`src/lfd_pkg.sv`:
```
// Shared types, constants and checksum helper for the LIN frame decoder.
package lfd_pkg;

  localparam int          MAX_DATA_BYTES = 8;
  localparam logic [7:0]  SYNC_BYTE      = 8'h55;
  localparam logic [7:0]  ID_MASK        = 8'h3F;
  localparam logic [7:0]  ID_MASTER_REQ  = 8'h3C;
  localparam logic [7:0]  ID_SLAVE_RESP  = 8'h3D;
  localparam logic [7:0]  SUM_SEED       = 8'h00;
  localparam logic [1:0]  VER_RESET      = 2'd2;

  typedef enum logic [2:0] {
    ST_WAIT  = 3'd0,
    ST_SYNC  = 3'd1,
    ST_PID   = 3'd2,
    ST_DATA0 = 3'd3,
    ST_DATA  = 3'd4
  } state_t;

  typedef enum logic [2:0] {
    KIND_BREAK = 3'd0,
    KIND_SYNC  = 3'd1,
    KIND_PID   = 3'd2,
    KIND_DATA  = 3'd3,
    KIND_CSUM  = 3'd4,
    KIND_MAYBE = 3'd5
  } kind_t;

  typedef struct packed {
    logic       is_break;
    logic [7:0] rx_byte;
    logic       rx_framing_error;
  } item_t;

  typedef struct packed {
    kind_t      field_kind;
    logic [7:0] field_value;
    logic [3:0] data_count;
    logic       framing_flag;
    logic       sync_error;
    logic       checksum_error;
    logic       packet_start;
    logic       packet_end;
  } result_t;

  // 8-bit add with end-around carry
  function automatic logic [7:0] sum_add(input logic [7:0] acc, input logic [7:0] b);
    logic [8:0] s;
    s = {1'b0, acc} + {1'b0, b};
    return s[8] ? (s[7:0] + 8'd1) : s[7:0];
  endfunction

endpackage

```
`src/lfd_in_stage.sv`:
```
// Input register for received characters.
module lfd_in_stage (
  input  logic           clk,
  input  logic           rst_n,
  input  logic           in_tvalid,
  output logic           in_tready,
  input  lfd_pkg::item_t in_item,
  input  logic           advance,
  output logic           item_valid,
  output lfd_pkg::item_t item
);

  logic           valid_r, valid_nxt;
  lfd_pkg::item_t item_r;

  assign in_tready  = !valid_r || advance;
  assign item_valid = valid_r;
  assign item       = item_r;

  always_comb begin
    if (in_tvalid && in_tready) begin
      valid_nxt = 1'b1;
    end else if (advance) begin
      valid_nxt = 1'b0;
    end else begin
      valid_nxt = valid_r;
    end
  end

  always_ff @(posedge clk) begin
    if (!rst_n) begin
      valid_r <= 1'b0;
    end else begin
      valid_r <= valid_nxt;
    end
  end

  always_ff @(posedge clk) begin
    if (in_tvalid && in_tready) begin
      item_r <= in_item;
    end
  end

endmodule

```
`src/lfd_parser.sv`:
```
// Frame parse state machine, byte counter and running checksum.
module lfd_parser (
  input  logic             clk,
  input  logic             rst_n,
  input  logic             advance,
  input  lfd_pkg::item_t   item,
  input  logic             enhanced,
  output logic             res_hit,
  output lfd_pkg::result_t res
);

  lfd_pkg::state_t state_r, state_nxt;
  logic [3:0]      cnt_r, cnt_nxt;
  logic [7:0]      sum_r, sum_nxt;
  logic [7:0]      csum;
  logic [7:0]      id;
  logic            classic_id;
  logic            at_max;
  logic            sync_ok;

  assign csum       = ~sum_r;
  assign id         = item.rx_byte & lfd_pkg::ID_MASK;
  assign classic_id = (id == lfd_pkg::ID_MASTER_REQ) || (id == lfd_pkg::ID_SLAVE_RESP);
  assign at_max     = cnt_r >= 4'(lfd_pkg::MAX_DATA_BYTES);
  assign sync_ok    = item.rx_byte == lfd_pkg::SYNC_BYTE;

  // next state
  always_comb begin
    state_nxt = state_r;
    if (item.is_break) begin
      state_nxt = lfd_pkg::ST_SYNC;
    end else begin
      unique case (state_r)
        lfd_pkg::ST_SYNC:  state_nxt = sync_ok ? lfd_pkg::ST_PID : lfd_pkg::ST_WAIT;
        lfd_pkg::ST_PID:   state_nxt = lfd_pkg::ST_DATA0;
        lfd_pkg::ST_DATA0: state_nxt = lfd_pkg::ST_DATA;
        lfd_pkg::ST_DATA:  state_nxt = at_max ? lfd_pkg::ST_WAIT : lfd_pkg::ST_DATA;
        default:           state_nxt = lfd_pkg::ST_WAIT;
      endcase
    end
  end

  // outputs, counter and checksum
  always_comb begin
    res                  = '0;
    res.field_kind       = lfd_pkg::KIND_DATA;
    res.field_value      = item.rx_byte;
    res.framing_flag     = item.rx_framing_error;
    res_hit              = 1'b1;
    cnt_nxt              = cnt_r;
    sum_nxt              = sum_r;
    if (item.is_break) begin
      res.field_kind   = lfd_pkg::KIND_BREAK;
      res.field_value  = 8'h00;
      res.packet_start = 1'b1;
      cnt_nxt          = 4'd0;
    end else begin
      unique case (state_r)
        lfd_pkg::ST_SYNC: begin
          res.field_kind = lfd_pkg::KIND_SYNC;
          res.sync_error = !sync_ok;
        end
        lfd_pkg::ST_PID: begin
          res.field_kind = lfd_pkg::KIND_PID;
          sum_nxt = (enhanced && !classic_id) ?
                    lfd_pkg::sum_add(lfd_pkg::SUM_SEED, item.rx_byte) : lfd_pkg::SUM_SEED;
        end
        lfd_pkg::ST_DATA0: begin
          res.field_kind = lfd_pkg::KIND_DATA;
          sum_nxt = lfd_pkg::sum_add(enhanced ? sum_r : lfd_pkg::SUM_SEED, item.rx_byte);
          cnt_nxt = 4'd1;
        end
        lfd_pkg::ST_DATA: begin
          if (at_max) begin
            res.field_kind     = lfd_pkg::KIND_CSUM;
            res.checksum_error = csum != item.rx_byte;
            res.packet_end     = 1'b1;
            cnt_nxt            = 4'd0;
          end else begin
            res.field_kind = (csum == item.rx_byte) ? lfd_pkg::KIND_MAYBE : lfd_pkg::KIND_DATA;
            sum_nxt        = lfd_pkg::sum_add(sum_r, item.rx_byte);
            cnt_nxt        = cnt_r + 4'd1;
          end
        end
        default: begin
          res_hit = 1'b0;
        end
      endcase
    end
    res.data_count = cnt_nxt;
  end

  always_ff @(posedge clk) begin
    if (!rst_n) begin
      state_r <= lfd_pkg::ST_WAIT;
      cnt_r   <= 4'd0;
      sum_r   <= lfd_pkg::SUM_SEED;
    end else if (advance) begin
      state_r <= state_nxt;
      cnt_r   <= cnt_nxt;
      sum_r   <= sum_nxt;
    end
  end

endmodule

```
`src/lfd_out_stage.sv`:
```
// Result register toward the output stream.
module lfd_out_stage (
  input  logic             clk,
  input  logic             rst_n,
  input  logic             load,
  input  lfd_pkg::result_t res,
  output logic             can_load,
  output logic             out_tvalid,
  input  logic             out_tready,
  output lfd_pkg::result_t out_res
);

  logic             valid_r, valid_nxt;
  lfd_pkg::result_t res_r;

  assign can_load   = !valid_r || out_tready;
  assign out_tvalid = valid_r;
  assign out_res    = res_r;

  always_comb begin
    if (load) begin
      valid_nxt = 1'b1;
    end else if (out_tready) begin
      valid_nxt = 1'b0;
    end else begin
      valid_nxt = valid_r;
    end
  end

  always_ff @(posedge clk) begin
    if (!rst_n) begin
      valid_r <= 1'b0;
    end else begin
      valid_r <= valid_nxt;
    end
  end

  always_ff @(posedge clk) begin
    if (load) begin
      res_r <= res;
    end
  end

endmodule

```
`src/lin_frame_decoder.sv`:
```
// LIN frame decoder top level.
// Classifies received LIN characters (break or byte) as break, sync, PID, data,
// checksum or data-or-checksum, keeping the running LIN checksum (enhanced in
// versions 2 and 3 except for identifiers 0x3C/0x3D). One character is accepted
// per clock while the output is not stalled; each is held in the input register,
// then the parse logic writes its result to the result register. Bytes seen while
// waiting for a break give no result. Writes to cfg_wdata must happen while idle.
module lin_frame_decoder (
  input  logic        clk,
  input  logic        rst_n,
  input  logic        cfg_we,
  input  logic [1:0]  cfg_wdata,      // lin_version
  input  logic        in_tvalid,
  output logic        in_tready,
  input  logic [15:0] in_tdata,       // [7:0] rx_byte, [8] rx_framing_error, rest zero
  input  logic        in_tuser,       // is_break
  output logic        out_tvalid,
  input  logic        out_tready,
  output logic [15:0] out_tdata,      // [7:0] field_value, [11:8] data_count,
                                      // [12] framing_flag, [13] sync_error,
                                      // [14] checksum_error, [15] packet_start
  output logic [2:0]  out_tuser,      // field_kind
  output logic        out_tlast       // packet_end
);

  logic [1:0]       ver_r;
  lfd_pkg::item_t   in_item;
  lfd_pkg::item_t   item;
  logic             item_valid;
  logic             can_load;
  logic             advance;
  logic             res_hit;
  lfd_pkg::result_t res;
  lfd_pkg::result_t out_res;

  always_ff @(posedge clk) begin
    if (!rst_n) begin
      ver_r <= lfd_pkg::VER_RESET;
    end else if (cfg_we) begin
      ver_r <= cfg_wdata;
    end
  end

  assign in_item.is_break         = in_tuser;
  assign in_item.rx_byte          = in_tdata[7:0];
  assign in_item.rx_framing_error = in_tdata[8];

  assign advance = item_valid && can_load;

  lfd_in_stage u_in (
    .clk        (clk),
    .rst_n      (rst_n),
    .in_tvalid  (in_tvalid),
    .in_tready  (in_tready),
    .in_item    (in_item),
    .advance    (advance),
    .item_valid (item_valid),
    .item       (item)
  );

  lfd_parser u_parser (
    .clk      (clk),
    .rst_n    (rst_n),
    .advance  (advance),
    .item     (item),
    .enhanced (ver_r[1]),
    .res_hit  (res_hit),
    .res      (res)
  );

  lfd_out_stage u_out (
    .clk        (clk),
    .rst_n      (rst_n),
    .load       (advance && res_hit),
    .res        (res),
    .can_load   (can_load),
    .out_tvalid (out_tvalid),
    .out_tready (out_tready),
    .out_res    (out_res)
  );

  assign out_tdata = {out_res.packet_start, out_res.checksum_error, out_res.sync_error,
                      out_res.framing_flag, out_res.data_count, out_res.field_value};
  assign out_tuser = out_res.field_kind;
  assign out_tlast = out_res.packet_end;

  a_csum_err_kind: assert property (@(posedge clk) disable iff (!rst_n)
    out_tvalid && out_tdata[14] |-> out_tuser == lfd_pkg::KIND_CSUM)
    else $error("checksum error on non-checksum field");

  a_start_is_break: assert property (@(posedge clk) disable iff (!rst_n)
    out_tvalid |-> (out_tdata[15] == (out_tuser == lfd_pkg::KIND_BREAK)))
    else $error("packet_start does not match break kind");

  a_count_range: assert property (@(posedge clk) disable iff (!rst_n)
    out_tvalid |-> out_tdata[11:8] <= 4'(lfd_pkg::MAX_DATA_BYTES))
    else $error("data count out of range");

  a_end_clears_count: assert property (@(posedge clk) disable iff (!rst_n)
    out_tvalid && out_tlast |-> out_tdata[11:8] == 4'd0)
    else $error("frame end with nonzero count");

  a_stall_only_full: assert property (@(posedge clk) disable iff (!rst_n)
    !in_tready |-> item_valid && out_tvalid && !out_tready)
    else $error("input stalled without backpressure");

endmodule

```
`config.mk`:
```
export PLATFORM = sky130hd
export DESIGN_NAME = lin_frame_decoder
export DESIGN_NICKNAME = d
export VERILOG_FILES = /design/src/lfd_pkg.sv /design/src/lfd_in_stage.sv /design/src/lfd_parser.sv /design/src/lfd_out_stage.sv /design/src/lin_frame_decoder.sv
export SDC_FILE = /design/constraint.sdc
export NUM_CORES = 1
export LEC_CHECK = 0
export ABC_CLOCK_PERIOD_IN_PS = 7500
export BUFFER_PORTS_ARGS = -buffer_cell sky130_fd_sc_hd__buf_4
export CORE_ASPECT_RATIO = 0.75
export CORE_MARGIN = 2
export CORE_UTILIZATION = 29
export DETAILED_ROUTE_END_ITERATION = 6
export PLACE_DENSITY = 0.49
export RECOVER_POWER = 100
export REMOVE_ABC_BUFFERS = 1
export SLEW_MARGIN = 40
export SYNTH_ARGS = -nofsm -noshare
export SYNTH_HDL_FRONTEND = slang
export SYNTH_HIERARCHICAL = 1
export SYNTH_SLANG_ARGS = --single-unit
```
`constraint.sdc`:
```
create_clock -name clk -period 7.5 [get_ports clk]
set_clock_uncertainty 0.1 [all_clocks]
set_input_delay 0.75 -clock clk [delete_from_list [all_inputs] [get_ports clk]]
set_output_delay 0.75 -clock clk [all_outputs]
set_load 0.02 [all_outputs]
```
==> results.md <==
Status:
- The flow ran to the end, and the final reports show no timing, DRC or antenna violations.

Clock network:
- Post-CTS repair changed the size of 0 cells.
- The clock tree from TritonCTS is yes.
- The longest clock path from root to sink contains 2 buffers.
- The post-CTS repair timing setup buffer count is 0.
- The clock reaches the later pin of the worst-skew pair after 0.29 ns.
- Hold repair after CTS inserted 0 buffers.
- The H-tree generated during clock tree synthesis spans 2 levels.
- The number of sinks handled by clock tree synthesis is 48.
- The CTS clock-pin slew for the worst setup and hold paths is 0.07 ns.
- The tree is rooted in a sky130_fd_sc_hd__clkbuf_16.
- The total CTS buffers is 5.

Critical path:
- Together, buffers and inverters on the worst path number 1.
- The worst setup path is captured at a flop.
- The slowest stage of the critical path belongs to the cell sky130_fd_sc_hd__dfxtp_1.
- In this design, the stage delay of the slowest critical-path cell is 0.54 ns.
- The data arrival time at the worst-slack endpoint is 3.26 ns.
- The destination of the worst register-to-register timing path is u_parser/sum_r[6].
- STA classifies the critical path startpoint as a flop.
- The startpoint of the worst register-to-register path is ver_r[1].
- The worst setup path is of the flop to flop kind.
- Traced cell by cell, the critical path runs through and2_0 > ha_1 > inv_1 > fa_1 > nor2b_1 > o22ai_1 > xnor2_1 > nor4bb_1 > a311oi_1 > nor3_1 > a21oi_1.
- The kind of cell with the highest combined delay along the critical path is simple AND/OR/NAND/NOR gates.
- The maximum fanout count along the critical path is 11.
- For the worst flop-to-flop path, the logic depth is 11.
- For the worst setup path, the data required time is 7.58 ns.
- In this run the register-to-register setup slack is 4.32 ns.

Yosys:
- For this run, the number of Yosys warnings is 6.
- After Yosys synthesis, and, or, nand and nor cells account for 24.0% of the synthesized area.
- The XOR/XNOR share of the synthesized area is about 5.4%.
- After synthesis, the largest family of logic cells by area is simple AND/OR/NAND/NOR gates.
- The total of flip-flops plus latches after synthesis is 48.
- The synthesized netlist cell count is 341.
- Of the post-synthesis cell area, the part taken by muxes is 1.79%.
- The share of the Yosys chip area taken by registers is 37.7%.
- The mapped cell area is roughly 0.0033 sq mm.
- Counting flops with an async set or reset pin after synthesis yields a share of 0%.
- After synthesis, the mean cell area works out to about 10 sq um.
- After Yosys synthesis, full adders, half adders and majority gates account for 8.67% of the synthesized area.
- The fraction of the mapped netlist area in compound gates is a little under a fifth.
- The number of synthesized flops with an enable pin is 30.
- The number of distinct library cells after synthesis is roughly 80.
- The primary flip-flop cell chosen by synthesis mapping is sky130_fd_sc_hd__edfxtp_1.

Drt:
- For this block, the initial DRC count from the detailed router was roughly 140.
- The sum of routed wire length over all layers is approximately 8500 um.
- The number of remaining DRC errors is 0.
- The overall via count from detail_route is 2,670.
- The per-cell routed wire length is between 15 and 20 um.
- The remaining number of nets flagged by the antenna check after routing is 0.
- The first detailed-routing pass ran for 4 iterations.
- The average vias per placed instance is 5.24.

Timing:
- Timing would allow up to approximately 310 MHz.
- For the pin with the worst max-slew slack, the measured transition is between 1 and 1.5 ns.
- The count of final max-slew check failures was 0.
- The final hold violation count is 0.
- The final number of setup-violating endpoints is 0.
- The final critical path takes up 42.4% of the cycle.
- The setup TNS after final layout is 0 ns.
- Setup repair after global routing left no endpoint under its margin.
- The relative slew slack is 13.6%.
- The time the final worst path needs with I/O delays and setup is between 3 and 4 ns.

Placement:
- Detailed placement finished with a half-perimeter wire length of between 6000 and 7000 um.
- Including well taps, the total number of placed cells is around 500.
- The congestion estimate from routability-driven global placement came to 0.819.
- The port buffer count is 37.

GRT:
- Summed over all layers, the global routing overflow is 0.
- The initial antenna violation count is 0.
- The largest net degree at the start of global routing is 27.
- The via count of the first global-routing pass was about 2,600.
- The first global-routing pass estimated roughly 14,000 um of wire.
- The total global routing track utilization is 14.2%.

Layout:
- The layout-stage area growth over the synthesis result is 12.5%.
- Excluding fillers, the count of instances in the completed layout stands at a little over 500.
- The final net count is 415.
- The number of antenna repair diodes is 0.
- At the end of the flow the core is filled with cells to 33.9%.
- In the layout the commonest cells are 30 x sky130_fd_sc_hd__edfxtp_1, 24 x sky130_fd_sc_hd__nor2_1, 23 x sky130_fd_sc_hd__clkbuf_1, 20 x sky130_fd_sc_hd__ha_1, 19 x sky130_fd_sc_hd__a21oi_1.
- The number of filler instances in the final layout is around 1,200.
- Of the cells placed in the final design, the portion with a size suffix greater than 1 is approximately a tenth.
- Leaving out fill and tap cells, the most frequent cell in the layout is sky130_fd_sc_hd__edfxtp_1.

Worst hold path:
- The startpoint identified for the worst hold timing path is u_in/item[0].
- For hold timing, the worst endpoint is u_out/out_res[4].
- The worst hold path class is flop to flop.
- The hold-critical path depth is 0.

Floorplan:
- After floorplanning, the core was sized to cover approximately 0.011 sq mm.
- The floorplan step defined a die boundary enclosing 0.0124 sq mm.
- The floorplan step set the die height to roughly 97 um.
- 46 I/O pins were placed.
- For this configuration, the core starts out at a cell density of between 30% and 40%.
- The die is 128 um wide.
- Row generation in the floorplan step produced 33 rows.

Pwr:
- For this design the static power due to leakage is 1.41 nW.
- The maximum ir drop on the vdd rail is ~130 uV.
- In this run the power density over the cells is approximately 170 mW/mm^2.
- The total chip power is between 600 and 700 uW.

Run:
- The count of max-cap constraint violations is 0.
-- how the worst max path moves through the flow --
stage                       startpoint                 to  slack, ns  depth (start not counted)
after floorplan           u_in/item[1]  u_parser/sum_r[7]       4.82                         10
after global placement        ver_r[1]  u_parser/sum_r[6]       4.45                         11
after detailed placement      ver_r[1]  u_parser/sum_r[6]       4.38                         11
after CTS                     ver_r[1]  u_parser/sum_r[6]       4.34                         11
after global routing          ver_r[1]  u_parser/sum_r[6]       4.06                         11
final                         ver_r[1]  u_parser/sum_r[6]       4.32                         11
-- layer usage --
layer  share of wire, %  vias up  global-route usage (%)  wire, um
met5                  0        -                       0         0
met4               0.43        0                    2.28        37
met3                5.0        2                    3.10       430
met2                 40       67                    19.2      3380
met1                 55     1274                    23.1      4700
li1                   -     1327                       -         -
-- worst register-to-register path, cell delays in order, from the launching register on --
cell                       delay, ns
sky130_fd_sc_hd__dfxtp_1        0.54
sky130_fd_sc_hd__and2_0         0.21
sky130_fd_sc_hd__ha_1           0.19
sky130_fd_sc_hd__inv_1          0.06
sky130_fd_sc_hd__fa_1           0.40
sky130_fd_sc_hd__nor2b_1        0.20
sky130_fd_sc_hd__o22ai_1        0.13
sky130_fd_sc_hd__xnor2_1        0.32
sky130_fd_sc_hd__nor4bb_1       0.40
sky130_fd_sc_hd__a311oi_1       0.15
sky130_fd_sc_hd__nor3_1         0.26
sky130_fd_sc_hd__a21oi_1        0.10
-- Yosys cell counts (2+ instances only) --
cell,instances,area [sq um]
sky130_fd_sc_hd__or3_1,2,12.5
sky130_fd_sc_hd__xnor2_2,2,32.5
sky130_fd_sc_hd__nor4b_1,2,17.5
sky130_fd_sc_hd__nand3_1,5,25.0
sky130_fd_sc_hd__a221oi_1,6,52.6
sky130_fd_sc_hd__nor3_1,9,45.0
sky130_fd_sc_hd__o21ai_0,12,60.1
sky130_fd_sc_hd__nand3b_1,3,22.5
sky130_fd_sc_hd__buf_4,4,30.0
sky130_fd_sc_hd__a21boi_0,2,15.0
sky130_fd_sc_hd__a21boi_2,2,22.5
sky130_fd_sc_hd__a31oi_1,4,25.0
sky130_fd_sc_hd__and4_1,2,17.5
sky130_fd_sc_hd__nor4_1,3,18.8
sky130_fd_sc_hd__mux2i_1,6,60.1
sky130_fd_sc_hd__nand2_1,13,48.8
sky130_fd_sc_hd__nand2b_4,2,27.5
sky130_fd_sc_hd__edfxtp_1,30,901
sky130_fd_sc_hd__o21ai_1,4,20.0
sky130_fd_sc_hd__nand4_1,7,43.8
sky130_fd_sc_hd__ha_1,20,250
sky130_fd_sc_hd__nor4bb_1,2,20.0
sky130_fd_sc_hd__and3_1,4,25.0
sky130_fd_sc_hd__nor2_1,24,90.1
sky130_fd_sc_hd__and2_1,12,75.1
sky130_fd_sc_hd__nand2b_1,3,18.8
sky130_fd_sc_hd__nor3b_1,3,22.5
sky130_fd_sc_hd__inv_1,14,52.6
sky130_fd_sc_hd__a22oi_1,2,15.0
sky130_fd_sc_hd__a21o_1,3,22.5
sky130_fd_sc_hd__or3b_1,3,26.3
sky130_fd_sc_hd__o31ai_1,2,15.0
sky130_fd_sc_hd__fa_1,2,40.0
sky130_fd_sc_hd__xnor2_1,7,61.3
sky130_fd_sc_hd__a21oi_1,19,95.1
sky130_fd_sc_hd__xor2_1,10,87.6
sky130_fd_sc_hd__o21a_1,3,22.5
sky130_fd_sc_hd__and3b_1,3,26.3
sky130_fd_sc_hd__clkbuf_1,10,37.5
sky130_fd_sc_hd__dfxtp_1,18,360
sky130_fd_sc_hd__a211o_1,2,17.5
sky130_fd_sc_hd__nor2b_1,15,93.8
sky130_fd_sc_hd__o211ai_1,4,30.0
sky130_fd_sc_hd__a21oi_2,2,17.5
-- logic make-up after synthesis --
family | count (synthesis)
simple gates | 130
compound gates | 85
flops | 48
buf+inv | 31
fa+ha+maj | 22
xor+xnor | 19
mux | 6
-- final cells by class --
class                           instances  area, sq um  share of cell area (%)
Clock buffer                            5          125                    3.32
Clock inverter                          3         46.3                    1.23
Inverter                               14         52.6                    1.40
Multi-Input combinational cell        262         1910                    50.6
Sequential cell                        48         1260                    33.5
Tap cell                              140          175                    4.65
Timing Repair Buffer                   38          199                    5.28
-- report_power, final --
part           switching, mW  internal [mW]
combinational         0.0429         0.0263
sequential            0.0116          0.292
clock                  0.106          0.159
total                  0.161          0.477
-- sequential cells by signal, summed over array words and instances (netlist names) --
register and cells:
u_parser/cnt_r 4, u_in/item_valid 1, u_out/out_res 20, u_parser/state_r 3
ver_r 1, u_parser/sum_r 8, u_in/item 10, u_out/out_tvalid 1
-- per-stage QoR --
| stage | setup WS (ns) | instance area [sq um] | hold WS [ns] |
|---|---|---|---|
| after CTS | 4.34 | 3880 | 0.327 |
| after global routing | 4.06 | 3760 | 0.357 |
| after detailed placement | 4.38 | 3710 | 0.310 |
| final | 4.32 | 3760 | 0.324 |
| after global placement | 4.45 | 3710 | 0.306 |
| after floorplan | 4.82 | 3260 | 0.300 |
No activity file was read; power rests on OpenSTA's default activity.
